===== config.mk =====
export PLATFORM = sky130hd
export DESIGN_NAME = varint_zigzag_stream_decoder
export DESIGN_NICKNAME = d
export VERILOG_FILES = /design/src/hw/rtl/vzz_pkg.sv /design/src/hw/rtl/vzz_in_stage.sv /design/src/hw/rtl/vzz_core.sv /design/src/hw/rtl/vzz_out_stage.sv /design/src/hw/rtl/varint_zigzag_stream_decoder.sv
export VERILOG_INCLUDE_DIRS = /design/src /design/src/hw/rtl
export SDC_FILE = /design/constraint.sdc
export NUM_CORES = 1
export LEC_CHECK = 0
export ABC_CLOCK_PERIOD_IN_PS = 4100
export BUFFER_PORTS_ARGS = -buffer_cell sky130_fd_sc_hd__buf_2
export CAP_MARGIN = 0
export CORE_AREA = 3 3 131 133
export CTS_CLUSTER_DIAMETER = 80
export CTS_CLUSTER_SIZE = 25
export DETAILED_ROUTE_END_ITERATION = 7
export DIE_AREA = 0 0 134 136
export PLACE_DENSITY = 0.76
export SKIP_CTS_REPAIR_TIMING = 1
export SLEW_MARGIN = 20
export SYNTH_ARGS = -nofsm -noshare
export SYNTH_HDL_FRONTEND = slang
export SYNTH_HIERARCHICAL = 1
export SYNTH_SLANG_ARGS = --single-unit

===== constraint.sdc =====
create_clock -name clk_i -period 4.1 [get_ports clk_i]
set_clock_uncertainty 0.1 [all_clocks]
set_input_delay 0.82 -clock clk_i [delete_from_list [all_inputs] [get_ports clk_i]]
set_output_delay 0.82 -clock clk_i [all_outputs]
set_load 0.01 [all_outputs]

===== src/hw/rtl/varint_zigzag_stream_decoder_macros.svh =====
// Assertion macros used by the varint decoder core RTL.
`ifndef VARINT_ZIGZAG_STREAM_DECODER_MACROS_SVH
`define VARINT_ZIGZAG_STREAM_DECODER_MACROS_SVH

`ifndef SYNTHESIS

// Property must hold at every clock edge outside reset.
`define VZZ_ASSERT(lbl, clk, rst_n, prop, msg) \
  lbl: assert property (@(posedge clk) disable iff (!rst_n) (prop)) else $error(msg);

// Condition must never be seen at a clock edge outside reset.
`define VZZ_ASSERT_NEVER(lbl, clk, rst_n, cond, msg) \
  lbl: assert property (@(posedge clk) disable iff (!rst_n) !(cond)) else $error(msg);

`else

`define VZZ_ASSERT(lbl, clk, rst_n, prop, msg)
`define VZZ_ASSERT_NEVER(lbl, clk, rst_n, cond, msg)

`endif

`endif


===== src/hw/rtl/vzz_pkg.sv =====
// Types, constants and helpers for the varint/zigzag stream decoder.
package vzz_pkg;

  localparam int unsigned ValueW  = 64;
  localparam int unsigned UsedW   = 4;
  localparam int unsigned ByteW   = 8;
  localparam int unsigned IdxW    = 4;
  localparam int unsigned ShamtW  = 6;
  localparam int unsigned GroupW  = 7;

  localparam logic [IdxW-1:0]  LastIndex   = 4'd9;
  localparam logic [ByteW-1:0] PayloadMask = 8'h7f;
  localparam int unsigned      ContBitPos  = 7;

  typedef enum logic [1:0] {
    StOk       = 2'd0,
    StTrunc    = 2'd1,
    StOver     = 2'd2,
    StNoncanon = 2'd3
  } status_e;

  typedef enum logic {
    CfgStrict = 1'b0,
    CfgSigned = 1'b1
  } cfg_idx_e;

  typedef struct packed {
    logic             last_in_buffer;
    logic [ByteW-1:0] data_byte;
  } item_t;

  typedef struct packed {
    logic reject_noncanon;
    logic signed_mode;
  } cfg_t;

  typedef struct packed {
    status_e           status;
    logic [UsedW-1:0]  bytes_used;
    logic [ValueW-1:0] decoded_value;
  } result_t;

  // (v >> 1) ^ -(v & 1)
  function automatic logic [ValueW-1:0] zigzag(input logic [ValueW-1:0] v);
    zigzag = (v >> 1) ^ {ValueW{v[0]}};
  endfunction

endpackage


===== src/hw/rtl/vzz_in_stage.sv =====
// Input word register: holds one accepted byte until the core consumes it.
module vzz_in_stage (
  input  logic          clk_i,
  input  logic          rst_ni,
  input  logic          valid_i,
  output logic          ready_o,
  input  vzz_pkg::item_t item_i,
  input  logic          consume_i,
  output logic          valid_o,
  output vzz_pkg::item_t item_o
);

  logic           valid_q, valid_d;
  vzz_pkg::item_t item_q;

  assign ready_o = !valid_q || consume_i;
  assign valid_d = (valid_i && ready_o) ? 1'b1 : (consume_i ? 1'b0 : valid_q);

  always_ff @(posedge clk_i or negedge rst_ni) begin
    if (!rst_ni) begin
      valid_q <= 1'b0;
    end else begin
      valid_q <= valid_d;
    end
  end

  always_ff @(posedge clk_i) begin
    if (valid_i && ready_o) begin
      item_q <= item_i;
    end
  end

  assign valid_o = valid_q;
  assign item_o  = item_q;

endmodule


===== src/hw/rtl/vzz_core.sv =====
// Decode core: varint state registers and the one-byte step logic.
`include "varint_zigzag_stream_decoder_macros.svh"

module vzz_core (
  input  logic             clk_i,
  input  logic             rst_ni,
  input  vzz_pkg::cfg_t    cfg_i,
  input  logic             step_i,     // byte in item_i is consumed this cycle
  input  vzz_pkg::item_t   item_i,
  output logic             res_valid_o,
  output vzz_pkg::result_t res_o
);

  logic [vzz_pkg::ValueW-1:0] acc_q, acc_d;
  logic [vzz_pkg::IdxW-1:0]   idx_q, idx_d;
  logic                       skip_q, skip_d;

  logic [vzz_pkg::IdxW-1:0]   idx;
  logic [vzz_pkg::UsedW-1:0]  used;
  logic [vzz_pkg::ShamtW-1:0] shamt;
  logic [vzz_pkg::ValueW-1:0] acc_new;
  logic                       cont;
  logic                       last;
  logic [vzz_pkg::ByteW-1:0]  b;

  assign b     = item_i.data_byte;
  assign last  = item_i.last_in_buffer;
  assign cont  = b[vzz_pkg::ContBitPos];
  assign idx   = (idx_q > vzz_pkg::LastIndex) ? vzz_pkg::LastIndex : idx_q;
  assign used  = idx + 4'd1;
  assign shamt = vzz_pkg::ShamtW'(idx * vzz_pkg::GroupW);
  assign acc_new = acc_q
                 | (vzz_pkg::ValueW'(b & vzz_pkg::PayloadMask) << shamt);

  always_comb begin
    acc_d       = acc_q;
    idx_d       = idx_q;
    skip_d      = skip_q;
    res_valid_o = 1'b0;
    res_o.decoded_value = '0;
    res_o.bytes_used    = used;
    res_o.status        = vzz_pkg::StOk;

    if (skip_q) begin
      // drop tail of a failed varint
      if (!cont || last) begin
        skip_d = 1'b0;
        acc_d  = '0;
        idx_d  = '0;
      end
    end else if (idx == vzz_pkg::LastIndex && b > 8'd1) begin
      res_valid_o      = 1'b1;
      res_o.bytes_used = vzz_pkg::LastIndex + 4'd1;
      res_o.status     = vzz_pkg::StOver;
      acc_d            = '0;
      idx_d            = '0;
      skip_d           = cont && !last;
    end else if (!cont) begin
      res_valid_o = 1'b1;
      acc_d       = '0;
      idx_d       = '0;
      if (cfg_i.reject_noncanon && used > 4'd1 && b == 8'h00) begin
        res_o.status = vzz_pkg::StNoncanon;
      end else begin
        res_o.decoded_value = cfg_i.signed_mode ? vzz_pkg::zigzag(acc_new) : acc_new;
      end
    end else if (last) begin
      res_valid_o  = 1'b1;
      res_o.status = vzz_pkg::StTrunc;
      acc_d        = '0;
      idx_d        = '0;
    end else begin
      acc_d = acc_new;
      idx_d = used;
    end
  end

  always_ff @(posedge clk_i or negedge rst_ni) begin
    if (!rst_ni) begin
      acc_q  <= '0;
      idx_q  <= '0;
      skip_q <= 1'b0;
    end else if (step_i) begin
      acc_q  <= acc_d;
      idx_q  <= idx_d;
      skip_q <= skip_d;
    end
  end

  `VZZ_ASSERT_NEVER(a_idx_range, clk_i, rst_ni, idx_q > vzz_pkg::LastIndex,
                    "byte index above 9")
  `VZZ_ASSERT(a_skip_clean, clk_i, rst_ni, skip_q |-> (idx_q == '0 && acc_q == '0),
              "skip with live state")
  `VZZ_ASSERT(a_err_zero, clk_i, rst_ni,
              (res_valid_o && res_o.status != vzz_pkg::StOk) |-> (res_o.decoded_value == '0),
              "error result carries a value")
  `VZZ_ASSERT(a_skip_quiet, clk_i, rst_ni, skip_q |-> !res_valid_o, "result while skipping")
  `VZZ_ASSERT(a_idx_step, clk_i, rst_ni,
              (step_i && !res_valid_o && !skip_q) |=> (idx_q == $past(idx_q) + 4'd1),
              "continuation did not advance index")

endmodule


===== src/hw/rtl/vzz_out_stage.sv =====
// Result word register: holds one decoded result until the sink takes it.
module vzz_out_stage (
  input  logic             clk_i,
  input  logic             rst_ni,
  input  logic             load_i,
  input  vzz_pkg::result_t res_i,
  input  logic             ready_i,
  output logic             valid_o,
  output vzz_pkg::result_t res_o
);

  logic             valid_q, valid_d;
  vzz_pkg::result_t res_q;

  assign valid_d = load_i ? 1'b1 : (ready_i ? 1'b0 : valid_q);

  always_ff @(posedge clk_i or negedge rst_ni) begin
    if (!rst_ni) begin
      valid_q <= 1'b0;
    end else begin
      valid_q <= valid_d;
    end
  end

  always_ff @(posedge clk_i) begin
    if (load_i) begin
      res_q <= res_i;
    end
  end

  assign valid_o = valid_q;
  assign res_o   = res_q;

endmodule


===== src/hw/rtl/varint_zigzag_stream_decoder.sv =====
// Top level: LEB128 varint stream decoder with optional zigzag output.
//
//  Channel   Dir  Words                     Fields (low bit up)
//  s_axis    in   one encoded byte          tdata: data_byte[7:0]; tlast: last_in_buffer
//  m_axis    out  one decoded varint        tdata: decoded_value[63:0], bytes_used[67:64], 0 pad
//                                           tuser: status[1:0]
//  cfg       in   register write            cfg_idx_i 0 reject_noncanon, 1 signed_mode
//
// One byte per cycle sustained while m_axis is not stalled; a result is valid on
// m_axis once its terminating byte has passed the input register, then the result register.
// The step itself is one barrel shift, an OR into the 64-bit accumulator and a
// few compares, done between the input register and the result register.
// Reset clears handshake state, accumulator, byte index, skip flag and config.
// A stalled m_axis holds the result; the held input byte waits with it, even
// one that yields no result, so s_axis backs up after one buffered word.
module varint_zigzag_stream_decoder (
  input  logic        clk_i,
  input  logic        rst_ni,

  input  logic        s_axis_tvalid,
  output logic        s_axis_tready,
  input  logic [7:0]  s_axis_tdata,   // data_byte[7:0]
  input  logic        s_axis_tlast,   // last_in_buffer

  output logic        m_axis_tvalid,
  input  logic        m_axis_tready,
  output logic [71:0] m_axis_tdata,   // decoded_value[63:0], bytes_used[67:64], zero [71:68]
  output logic [1:0]  m_axis_tuser,   // status[1:0]

  input  logic        cfg_we_i,
  input  logic        cfg_idx_i,
  input  logic        cfg_data_i
);

  vzz_pkg::cfg_t    cfg_q;
  vzz_pkg::item_t   in_item;
  vzz_pkg::item_t   held_item;
  vzz_pkg::result_t core_res;
  vzz_pkg::result_t out_res;
  logic             held_valid;
  logic             core_res_valid;
  logic             out_valid;
  logic             step;

  // config registers
  always_ff @(posedge clk_i or negedge rst_ni) begin
    if (!rst_ni) begin
      cfg_q <= '0;
    end else if (cfg_we_i) begin
      case (vzz_pkg::cfg_idx_e'(cfg_idx_i))
        vzz_pkg::CfgStrict: cfg_q.reject_noncanon <= cfg_data_i;
        vzz_pkg::CfgSigned: cfg_q.signed_mode     <= cfg_data_i;
        default: ;
      endcase
    end
  end

  assign in_item.data_byte      = s_axis_tdata;
  assign in_item.last_in_buffer = s_axis_tlast;

  // Held byte steps when the result register can take whatever it produces.
  // Bytes that produce nothing could move past a full result register, but
  // keeping one rule keeps the ready path short.
  assign step = held_valid && (!out_valid || m_axis_tready);

  vzz_in_stage u_in (
    .clk_i     (clk_i),
    .rst_ni    (rst_ni),
    .valid_i   (s_axis_tvalid),
    .ready_o   (s_axis_tready),
    .item_i    (in_item),
    .consume_i (step),
    .valid_o   (held_valid),
    .item_o    (held_item)
  );

  vzz_core u_core (
    .clk_i       (clk_i),
    .rst_ni      (rst_ni),
    .cfg_i       (cfg_q),
    .step_i      (step),
    .item_i      (held_item),
    .res_valid_o (core_res_valid),
    .res_o       (core_res)
  );

  vzz_out_stage u_out (
    .clk_i   (clk_i),
    .rst_ni  (rst_ni),
    .load_i  (step && core_res_valid),
    .res_i   (core_res),
    .ready_i (m_axis_tready),
    .valid_o (out_valid),
    .res_o   (out_res)
  );

  assign m_axis_tvalid = out_valid;
  assign m_axis_tdata  = {4'b0000, out_res.bytes_used, out_res.decoded_value};
  assign m_axis_tuser  = out_res.status;

endmodule


==> results of run 1 <==
==> cells in the mapped netlist, types with 7 or more instances <==
master,number,area (um2)
edfxtp_1,79,2370
a211oi_1,47,353
nand3_1,10,50.1
nand2b_1,9,56.3
and2_1,7,43.8
buf_4,9,67.6
xor2_1,7,61.3
xnor2_1,8,70.1
a21o_1,29,218
o21ai_0,18,90.1
a21boi_0,17,128
buf_6,7,78.8
and3_1,9,56.3
a21oi_1,74,370
mux2i_1,11,110
dfrtp_1,73,1830
nor2_1,67,251
clkbuf_1,27,101
inv_1,18,67.6
buf_2,21,105
ha_1,7,87.6
a31oi_1,23,144
nor3_1,14,70.1
a211o_1,10,87.6
o221ai_1,23,201
nand2_1,57,214
==> tightest hold or removal path: cells and delay by family (launching register included) <==
family	cells	cell delay, ns
AOI/OAI and AO/OA	1	0.06
DFF	1	0.35
and+or+nand+nor	1	0.05
==> worst max path at each step <==
stage / startpoint / endpoint / slack [ns] / cells after the start
floorplan: u_core/idx_q[2]$_DFFE_PN0P_ / u_out/res_o[61]$_DFFE_PP_ / 0.04 / 14
global placement: u_core/idx_q[3]$_DFFE_PN0P_ / u_out/res_o[13]$_DFFE_PP_ / -0.04 / 14
detailed placement: u_core/idx_q[1]$_DFFE_PN0P_ / u_out/res_o[13]$_DFFE_PP_ / -0.08 / 14
CTS: u_core/idx_q[1]$_DFFE_PN0P_ / u_out/res_o[12]$_DFFE_PP_ / -0.15 / 14
global route: u_core/idx_q[3]$_DFFE_PN0P_ / u_out/res_o[28]$_DFFE_PP_ / -0.02 / 14
finish: u_core/idx_q[3]$_DFFE_PN0P_ / u_out/res_o[44]$_DFFE_PP_ / 0.17 / 14
==> cells by family (layout without fill, tap and decap cells) <==
| kind of cell | after synthesis | in the layout |
|---|---|---|
| flip-flops | 152 | 152 |
| AO/OA/AOI/OAI | 325 | 325 |
| multiplexers | 14 | 14 |
| adder cells (fa/ha/maj) | 10 | 10 |
| other | 1 | 4 |
| XOR/XNOR | 15 | 15 |
| buffers and inverters | 84 | 203 |
| AND/OR/NAND/NOR | 210 | 211 |
==> metal layers <==
metal / GRT usage / up-vias / routed length, um
li1: - / 3350 / -
met1: 0.376 / 3594 / 10100
met2: 0.424 / 496 / 11600
met3: 0.0629 / 70 / 2660
met4: 0.111 / 0 / 727
met5: 0 / - / 0
==> power by group through the flow <==
stage,registers [mW],clock network [mW],logic (mW)
5_1_grt,1.90,1.62,1.84
3_3_place_gp,1.91,0,1.64
6_report,1.89,1.54,1.73
2_1_floorplan,1.98,0,1.02
3_5_place_dp,1.91,0,1.65
4_1_cts,1.89,1.56,1.66
==> sequential cells by signal (all words and copies together) (netlist names) <==
signal	count
cfg_q	2
u_core/acc_q	64
u_core/idx_q	4
u_core/skip_q	1
u_in/item_o	9
u_in/valid_o	1
u_out/res_o	70
u_out/valid_o	1
==> per-stage QoR <==
step                instance area, um2  utilization  total power, mW
floorplan                         8600            -             3.00
global placement                  9460        0.593             3.55
detailed placement                9460        0.593             3.56
CTS                              10000        0.630             5.11
global route                     10100        0.634             5.36
finish                           10100        0.634             5.15
==> area by class of cell <==
class,count,area share
Clock inverter,7,0.00916
Tap cell,216,0.0267
Multi-Input combinational cell,579,0.401
Sequential cell,152,0.416
Inverter,20,0.00743
Timing Repair Buffer,151,0.0921
Clock buffer,25,0.0480
==> summary.txt, run 1 <==
Net Switching: 1.80 mW
synth unique cells: 84
first-pass GRT wire length: 39000 um
origin of the critical flop-to-flop path: u_core/idx_q[3]$_DFFE_PN0P_
Post-Synthesis Cells: 811
fin crit period: 3.93 ns
Compound-Gate Fraction of Synth Area: 0.284
PnR worst setup slack: 0.170 ns
commonest cells after routing, fill and taps aside: buf_2 (86), edfxtp_1 (79), a21oi_1 (74)
Site Rows: 46
clk_lat worst skew: 0.42 ns
# DRC: 0
port buffer count: 87
hold_sp: u_core/acc_q[32]$_DFFE_PN0P_
DR vias/cell: 6.53
Sink Count: 152
Async SR Flop Fraction: 0.480
multi-input logic area: 4050 um2
WHS Endpoint: u_core/acc_q[32]$_DFFE_PN0P_
DIE AREA: 18200 um2
antenna viol nets, final: 0
CTS max path bufs: 2
H-tree levels: 4
share of cells above drive strength 1: 0.261
hold path cells: 2
Synth-to-Final Area Change: 17.7%
# fillers: 1308
Logic pwr share: 0.335
CP peak stage delay: 0.50 ns
Routed WL: 25100 um
Place WS: -0.0812 ns
Seq pwr share: 0.366
period utilisation layout: 0.959
commonest non-fill, non-tap cell in the layout: buf_2
cell breakdown of the critical path: inv_2, nand2_1, fa_1, inv_1, ha_1, inv_1, fa_1, xnor2_2, buf_4, a2111oi_2, o32ai_1, a31oi_1, xor2_1, a211oi_1
Max Cap Viol: 0
die width: 134 um
R2R cell count: 14
r2r setup slk: 0.17 ns
Ports: 92
endpoints failing setup: 0
nets: 947
YS warnings: 6
CP Max Fanout: 16
Power Internal: 3.36 mW
Req. time, crit path: 4.15 ns
dpl cells: 1117
CTS root buf: clkbuf_16
critical path class: reg -> reg
unrepaired setup endpoints after global routing: yes
fin. max-slew vios: 0
critical path's top delay family: adder cells
P_leak: 4.27 nW
Max VDD drop: 393 uV
Worst slew margin: 0.374
mux cell area share after synthesis: 0.0185
clock share of power: 0.299
DP HPWL: 16900 um
drt first pass iters: 6
Crit. End Element: register
CP max stage cell: fa_1
post-route setup TNS: 0 ns
1st-iter DRT viols: 1125
Seq/Total Area, Yosys: 0.489
Post-Synth Adder-Cell Area: 0.0172
Critical Path AT: 3.98 ns
Hold Crit Class: reg -> reg
crit start category: register
WL per Instance: 21.8 um
Final Hold Vio Count: 0
total CTS buffers: 17
post-synthesis xor/xnor area fraction: 0.0153
GR Util All Layers: 0.274
register area: 4200 um2
Post-Syn Area: 8580 um2
Post-Synth Simple-Gate Area: 0.125
R2R Path End: u_out/res_o[44]$_DFFE_PP_
final RePlAce weighted congestion: 0.913
Max Freq: 0.254 GHz
Ant. Diodes: 0
Clock Pin Slew Worst Setup and Hold Paths: 0.06 ns
Synth Register Bits: 152
grt ovf: 0
Via Count: 7510
initial antenna violation count: 0
Initial Util: 0.538
main flop type after synthesis: edfxtp_1
Non-Filler Instances: 1150
vias in the first global route: 7108
syn avg cell area: 10.6 um2
Post-synth EDFFs: 79
sw frac: 0.349
CTS tree: done
worst-margin pin slew: 0.936 ns
worst path bufs/invs: 4
Min Hold Slack: 0.393 ns
Die Span Y: 136 um
largest family of logic cells by synthesized area: compound AO/OA/AOI/OAI gates
Core Area: 15900 um2
outcome: finished, final reports clean
largest net degree at the start of global routing: 65
pwr/cell area: 510 nW/um2
Note: power is estimated with default switching activity, not from simulation.
==> run 2: changes to the inputs <==
Settings changed: ABC_CLOCK_PERIOD_IN_PS 4100 to default, BUFFER_PORTS_ARGS -buffer_cell sky130_fd_sc_hd__buf_2 to default, CORE_AREA 3 3 131 133 to 3 3 126 128, DIE_AREA 0 0 134 136 to 0 0 129 131, DONT_BUFFER_PORTS from default to 1.
==> run 2 against run 1 <==
Against the previous run:
- die area is 7.3% lower
- maximum frequency decreased by 2.9%
- critical path depth is 2 lower
- first-iteration DRC count down 20%
- worst setup slack lost 0.12 ns
- critical endpoint is now u_out/res_o[31]$_DFFE_PP_
==> summary.txt, run 2 (synthesis results as in run 1) <==
Non-Filler Instances: 1038 (was 1150)
share of cells above drive strength 1: 0.202 (was 0.261)
DP HPWL: 17200 um (was 16900 um)
Ant. Diodes: 0 (unchanged)
CTS root buf: clkbuf_16 (unchanged)
# DRC: 0 (unchanged)
commonest non-fill, non-tap cell in the layout: edfxtp_1 (was buf_2)
PnR worst setup slack: 0.0526 ns (was 0.170 ns)
Final Hold Vio Count: 0 (unchanged)
final RePlAce weighted congestion: 0.937 (was 0.913)
first-pass GRT wire length: 39200 um (was 39000 um)
fin. max-slew vios: 0 (unchanged)
drt first pass iters: 5 (was 6)
CTS tree: done (unchanged)
Req. time, crit path: 4.17 ns (was 4.15 ns)
Core Area: 15000 um2 (was 15900 um2)
Max Freq: 0.247 GHz (was 0.254 GHz)
Max Cap Viol: 0 (unchanged)
endpoints failing setup: 0 (unchanged)
Place WS: -0.0444 ns (was -0.0812 ns)
dpl cells: 1005 (was 1117)
nets: 863 (was 947)
Die Span Y: 131 um (was 136 um)
CP max stage cell: mux4_2 (was fa_1)
grt ovf: 0 (unchanged)
total CTS buffers: 17 (unchanged)
Critical Path AT: 4.12 ns (was 3.98 ns)
outcome: finished, final reports clean (unchanged)
CTS max path bufs: 2 (unchanged)
Finished Core Util: 0.653 (was 0.634)
worst-margin pin slew: 1.03 ns (was 0.936 ns)
r2r setup slk: 0.05 ns (was 0.17 ns)
clk_lat worst skew: 0.43 ns (was 0.42 ns)
die width: 129 um (was 134 um)
CP peak stage delay: 0.69 ns (was 0.50 ns)
Initial Util: 0.573 (was 0.538)
Crit. End Element: register (unchanged)
WL per Instance: 24.7 um (was 21.8 um)
stages on the worst setup path: 12 (was 14)
Clock Pin Slew Worst Setup and Hold Paths: 0.06 ns (about the same)
DR vias/cell: 7.05 (was 6.53)
critical path class: reg -> reg (unchanged)
initial antenna violation count: 0 (unchanged)
fin crit period: 4.05 ns (was 3.93 ns)
Worst slew margin: 0.316 (was 0.374)
unrepaired setup endpoints after global routing: yes (unchanged)
period utilisation layout: 0.987 (was 0.959)
Largest register FFs: 70 (unchanged)
Max VDD drop: 327 uV (was 393 uV)
P_leak: 3.97 nW (was 4.27 nW)
port buffer count: 0 (was 87)
Hold Crit Class: in -> async (was reg -> reg)
commonest cells after routing, fill and taps aside: edfxtp_1 (79), a21oi_1 (74), dfrtp_1 (73) (was buf_2 (86), edfxtp_1 (79), a21oi_1 (74))
Sink Count: 152 (unchanged)
Ports: 92 (unchanged)
antenna viol nets, final: 0 (unchanged)
1st-iter DRT viols: 895 (was 1125)
R2R cell count: 12 (was 14)
largest net degree at the start of global routing: 74 (was 65)
critical path's top delay family: compound AO/OA/AOI/OAI gates (was adder cells)
CP Max Fanout: 17 (was 16)
pwr/cell area: 533 nW/um2 (was 510 nW/um2)
GR Util All Layers: 0.304 (was 0.274)
cell breakdown of the critical path: o21a_2, nor2_2, buf_4, clkinv_1, ha_1, ha_1, buf_4, inv_1, mux4_2, a31oi_1, nor2_1, a211o_1 (was inv_2, nand2_1, fa_1, inv_1, ha_1, inv_1, fa_1, xnor2_2, buf_4, a2111oi_2, o32ai_1, a31oi_1, xor2_1, a211oi_1)
vias in the first global route: 6883 (was 7108)
Synth-to-Final Area Change: 13.9% (was 17.7%)
Routed WL: 25600 um (was 25100 um)
Site Rows: 45 (was 46)
DIE AREA: 16900 um2 (was 18200 um2)
worst path bufs/invs: 4 (unchanged)
crit start category: register (unchanged)
Via Count: 7315 (was 7510)
H-tree levels: 4 (unchanged)
## run 2: cell types whose count changed in the layout (fill, tap and decap cells not counted), sizes merged
| cell | previous run | this run |
|---|---|---|
| buf | 151 | 68 |
| clkbuf | 25 | 22 |
| clkinv | 3 | 6 |
| clkinvlp | 2 | 0 |
| inv | 20 | 22 |
| nand3 | 13 | 12 |
## run 2: per-layer routing
metal  share of wire  up-vias  GRT usage  wire length, um
met5               0        -          0                0
met4           0.032        0      0.119              810
met3           0.090       77     0.0720             2310
met2            0.48      463      0.483            12200
met1            0.40     3606      0.408            10300
li1                -     3169          -                -
## run 2: final cells by class
| type | count | area (um2) |
|---|---|---|
| Clock buffer | 22 | 507 |
| Clock inverter | 10 | 129 |
| Fill cell | 1152 | 5200 |
| Inverter | 20 | 75.1 |
| Multi-Input combinational cell | 578 | 4100 |
| Sequential cell | 152 | 4200 |
| Tap cell | 188 | 235 |
| Timing Repair Buffer | 68 | 531 |
## run 2: worst paths after layout
check,start,end
hold / removal,rst_ni,u_core/acc_q[12]$_DFFE_PN0P_
setup / recovery,u_core/idx_q[1]$_DFFE_PN0P_,u_out/res_o[31]$_DFFE_PP_
max in group asynchronous,rst_ni,u_core/acc_q[16]$_DFFE_PN0P_
min in group clk_i,s_axis_tlast,u_in/item_o[8]$_DFFE_PP_
setup reg to reg,u_core/idx_q[1]$_DFFE_PN0P_,u_out/res_o[31]$_DFFE_PP_
hold reg to reg,u_core/acc_q[33]$_DFFE_PN0P_,u_core/acc_q[33]$_DFFE_PN0P_
## run 2: report_power, final
part / total, mW / switching [mW] / internal [mW] / leakage (nW)
Sequential: 1.98 / 0.142 / 1.83 / 1.79
Clock: 1.66 / 0.644 / 1.01 / 0.313
Combinational: 1.58 / 1.07 / 0.510 / 1.87
Total: 5.21 / 1.85 / 3.36 / 3.97
## run 2: through the flow
| stage | hold slack, ns | TNS, ns | power [mW] | cell area (um2) |
|---|---|---|---|---|
| final | 0.147 | 0 | 5.21 | 9780 |
| after global routing | 0.177 | -0.216 | 5.40 | 9780 |
| after CTS | -0.0345 | -0.0631 | 5.14 | 9630 |
| after detailed placement | 0.372 | -0.0444 | 3.48 | 9000 |
| after global placement | 0.366 | 0 | 3.45 | 9000 |
| after floorplan | 0.350 | 0 | 3.00 | 8600 |
==> run 3: changes to the inputs <==
Settings changed: SETUP_SLACK_MARGIN from default to 0.4.
==> run 3 against run 2 <==
Against the previous run:
- maximum frequency shrank 0.52%
- sequential share of layout area decreased by 5.3 points
- cell area increased by 14%
- sequential power barely moved
- combinational power up 39%
- count of clock-buffer cells in the layout is 2 lower
- clock power about the same
- worst setup slack worse by 0.021 ns
- critical endpoint is now u_out/res_o[29]$_DFFE_PP_
- largest power group is now combinational cells
==> summary.txt, run 3 (synthesis results as in run 1) <==
outcome: finished, final reports clean (unchanged)
clock share of power: 0.286 (was 0.318)
largest net degree at the start of global routing: 74 (unchanged)
Site Rows: 45 (unchanged)
fin. max-slew vios: 0 (unchanged)
commonest non-fill, non-tap cell in the layout: buf_4 (was edfxtp_1)
Initial Util: 0.573 (unchanged)
period utilisation layout: 0.992 (was 0.987)
worst-margin pin slew: 1.12 ns (was 1.03 ns)
Power Internal: 3.68 mW (was 3.36 mW)
grt ovf: 0 (unchanged)
port buffer count: 0 (unchanged)
gr busiest metal: met2 (unchanged)
Sink Count: 152 (unchanged)
Top cell by count, worst path: inv_2
nets: 913 (was 863)
PnR worst setup slack: 0.0314 ns (was 0.0526 ns)
Seq pwr share: 0.338 (was 0.379)
DP HPWL: 16900 um (was 17200 um)
Place WS: -0.0496 ns (was -0.0444 ns)
Max Freq: 0.246 GHz (was 0.247 GHz)
die width: 129 um (unchanged)
first-pass GRT wire length: 38600 um (was 39200 um)
GR Util met3: 0.0720 (unchanged)
Critical Path AT: 4.19 ns (was 4.12 ns)
CTS root buf: clkbuf_16 (unchanged)
post-route setup TNS: 0 ns (unchanged)
cell breakdown of the critical path: o21a_4, nor2_4, fa_1, inv_2, ha_4, inv_2, fa_2, buf_12, buf_8, nand3_4, nor3_4, buf_6, o32ai_1, a31oi_2, nor2_1, a211oi_2 (was o21a_2, nor2_2, buf_4, clkinv_1, ha_1, ha_1, buf_4, inv_1, mux4_2, a31oi_1, nor2_1, a211o_1)
share of cells above drive strength 1: 0.349 (was 0.202)
worst setup path end: u_out/res_o[29]$_DFFE_PP_ (was u_out/res_o[31]$_DFFE_PP_)
vias in the first global route: 6936 (was 6883)
r2r setup slk: 0.03 ns (was 0.05 ns)
initial antenna violation count: 0 (unchanged)
Clock Pin Slew Worst Setup and Hold Paths: 0.07 ns (was 0.06 ns)
Ports: 92 (unchanged)
Hold Crit Class: in -> async (unchanged)
Max Cap Viol: 0 (unchanged)
Req. time, crit path: 4.22 ns (was 4.17 ns)
CTS tree: done (unchanged)
DIE AREA: 16900 um2 (unchanged)
Core Area: 15000 um2 (unchanged)
R2R Path End: u_out/res_o[29]$_DFFE_PP_ (was u_out/res_o[31]$_DFFE_PP_)
Crit. End Element: register (unchanged)
post-route cell area: 11100 um2 (was 9780 um2)
1st-iter DRT viols: 1319 (was 895)
GR Util All Layers: 0.300 (was 0.304)
Min Hold Slack: 0.145 ns (was 0.147 ns)
Finished Core Util: 0.744 (was 0.653)
Logic pwr share: 0.376 (was 0.303)
critical path class: reg -> reg (unchanged)
worst setup path start: u_core/idx_q[1]$_DFFE_PN0P_ (unchanged)
H-tree levels: 4 (unchanged)
CTS max path bufs: 2 (unchanged)
CP Max Fanout: 7 (was 17)
P_leak: 4.39 nW (was 3.97 nW)
WL per Instance: 26.7 um (was 24.7 um)
Largest register FFs: 70 (unchanged)
CP max stage cell: fa_2 (was mux4_2)
Final Hold Vio Count: 0 (unchanged)
unrepaired setup endpoints after global routing: yes (unchanged)
critical path's top delay family: adder cells (was compound AO/OA/AOI/OAI gates)
Via Count: 7993 (was 7315)
dpl cell area: 8990 um2 (was 9000 um2)
Max VDD drop: 370 uV (was 327 uV)
crit start category: register (unchanged)
DR vias/cell: 7.34 (was 7.05)
GRT met2 Usage: 0.465 (was 0.483)
commonest cells after routing, fill and taps aside: buf_4 (87), edfxtp_1 (79), dfrtp_1 (71) (was edfxtp_1 (79), a21oi_1 (74), dfrtp_1 (73))
clk_lat worst skew: 0.44 ns (was 0.43 ns)
Net Switching: 2.18 mW (was 1.85 mW)
R2R cell count: 16 (was 12)
origin of the critical flop-to-flop path: u_core/idx_q[1]$_DFFE_PN0P_ (unchanged)
drt first pass iters: 5 (unchanged)
Synth-to-Final Area Change: 29.9% (was 13.9%)
CP peak stage delay: 0.65 ns (was 0.69 ns)
fin crit period: 4.07 ns (was 4.05 ns)
endpoints failing setup: 0 (unchanged)
stages on the worst setup path: 16 (was 12)
Worst slew margin: 0.250 (was 0.316)
total CTS buffers: 17 (unchanged)
# DRC: 0 (unchanged)
antenna viol nets, final: 0 (unchanged)
sw frac: 0.372 (was 0.356)
worst path bufs/invs: 5 (was 4)
final RePlAce weighted congestion: 0.982 (was 0.937)
Die Span Y: 131 um (unchanged)
pwr/cell area: 525 nW/um2 (was 533 nW/um2)
met1 Resource Use GR: 0.397 (was 0.408)
Routed WL: 29100 um (was 25600 um)
==> run 3: cell count changes in the layout (fill, tap and decap cells not counted), sizes merged <==
cell      previous run  this run
buf                 68       111
bufinv               2         3
clkinvlp             0         1
diode                0         1
nand3               12        15
nor2                70        71
or3                  6         7
==> run 3: worst register-to-register path: cells and delay by family, from the launching register on <==
kind / cells / cell delay (ns)
AO/OA/AOI/OAI: 4 / 1.00
AND/OR/NAND/NOR: 4 / 0.53
flip-flops: 1 / 0.45
adder cells (fa/ha/maj): 3 / 1.21
buffers and inverters: 5 / 0.56
==> run 3: final cells by class <==
cell class	count	area, um2
Antenna cell	1	2.50
Clock inverter	12	161
Tap cell	188	235
Fill cell	915	3830
Clock buffer	20	468
Sequential cell	152	4200
Multi-Input combinational cell	583	4950
Timing Repair Buffer	113	1050
Inverter	20	80.1
==> run 3: worst min-delay path by stage <==
stage	start	end	slack, ns	cells after the start
CTS	rst_ni	u_out/valid_o$_DFFE_PN0P_	-0.04	0
floorplan	u_core/acc_q[35]$_DFFE_PN0P_	u_core/acc_q[35]$_DFFE_PN0P_	0.35	2
global route	rst_ni	u_core/acc_q[42]$_DFFE_PN0P_	0.17	1
detailed placement	u_core/acc_q[35]$_DFFE_PN0P_	u_core/acc_q[35]$_DFFE_PN0P_	0.38	2
finish	rst_ni	u_core/acc_q[42]$_DFFE_PN0P_	0.15	1
global placement	u_core/acc_q[35]$_DFFE_PN0P_	u_core/acc_q[35]$_DFFE_PN0P_	0.37	2
==> run 3: layer usage <==
layer,routed length [um],share of wire,vias up
met4,1540,0.053,0
met1,10700,0.37,3878
li1,-,-,3298
met3,3220,0.11,162
met5,0,0,-
met2,13700,0.47,655
==> run 3: stage by stage <==
stage                     total power, mW  instances
after floorplan                      3.02        814
after global placement               3.42        993
after detailed placement             3.45        993
after CTS                            5.12       1025
after global routing                 6.03       1088
final                                5.86       1089
==> run 3: power groups by stage <==
| stage | sequential [mW] | combinational (mW) | clock, mW |
|---|---|---|---|
| 5_1_grt | 2.00 | 2.29 | 1.74 |
| 3_5_place_dp | 2.01 | 1.44 | 0 |
| 4_1_cts | 1.98 | 1.46 | 1.69 |
| 2_1_floorplan | 1.99 | 1.03 | 0 |
| 3_3_place_gp | 2.01 | 1.41 | 0 |
| 6_report | 1.98 | 2.20 | 1.68 |
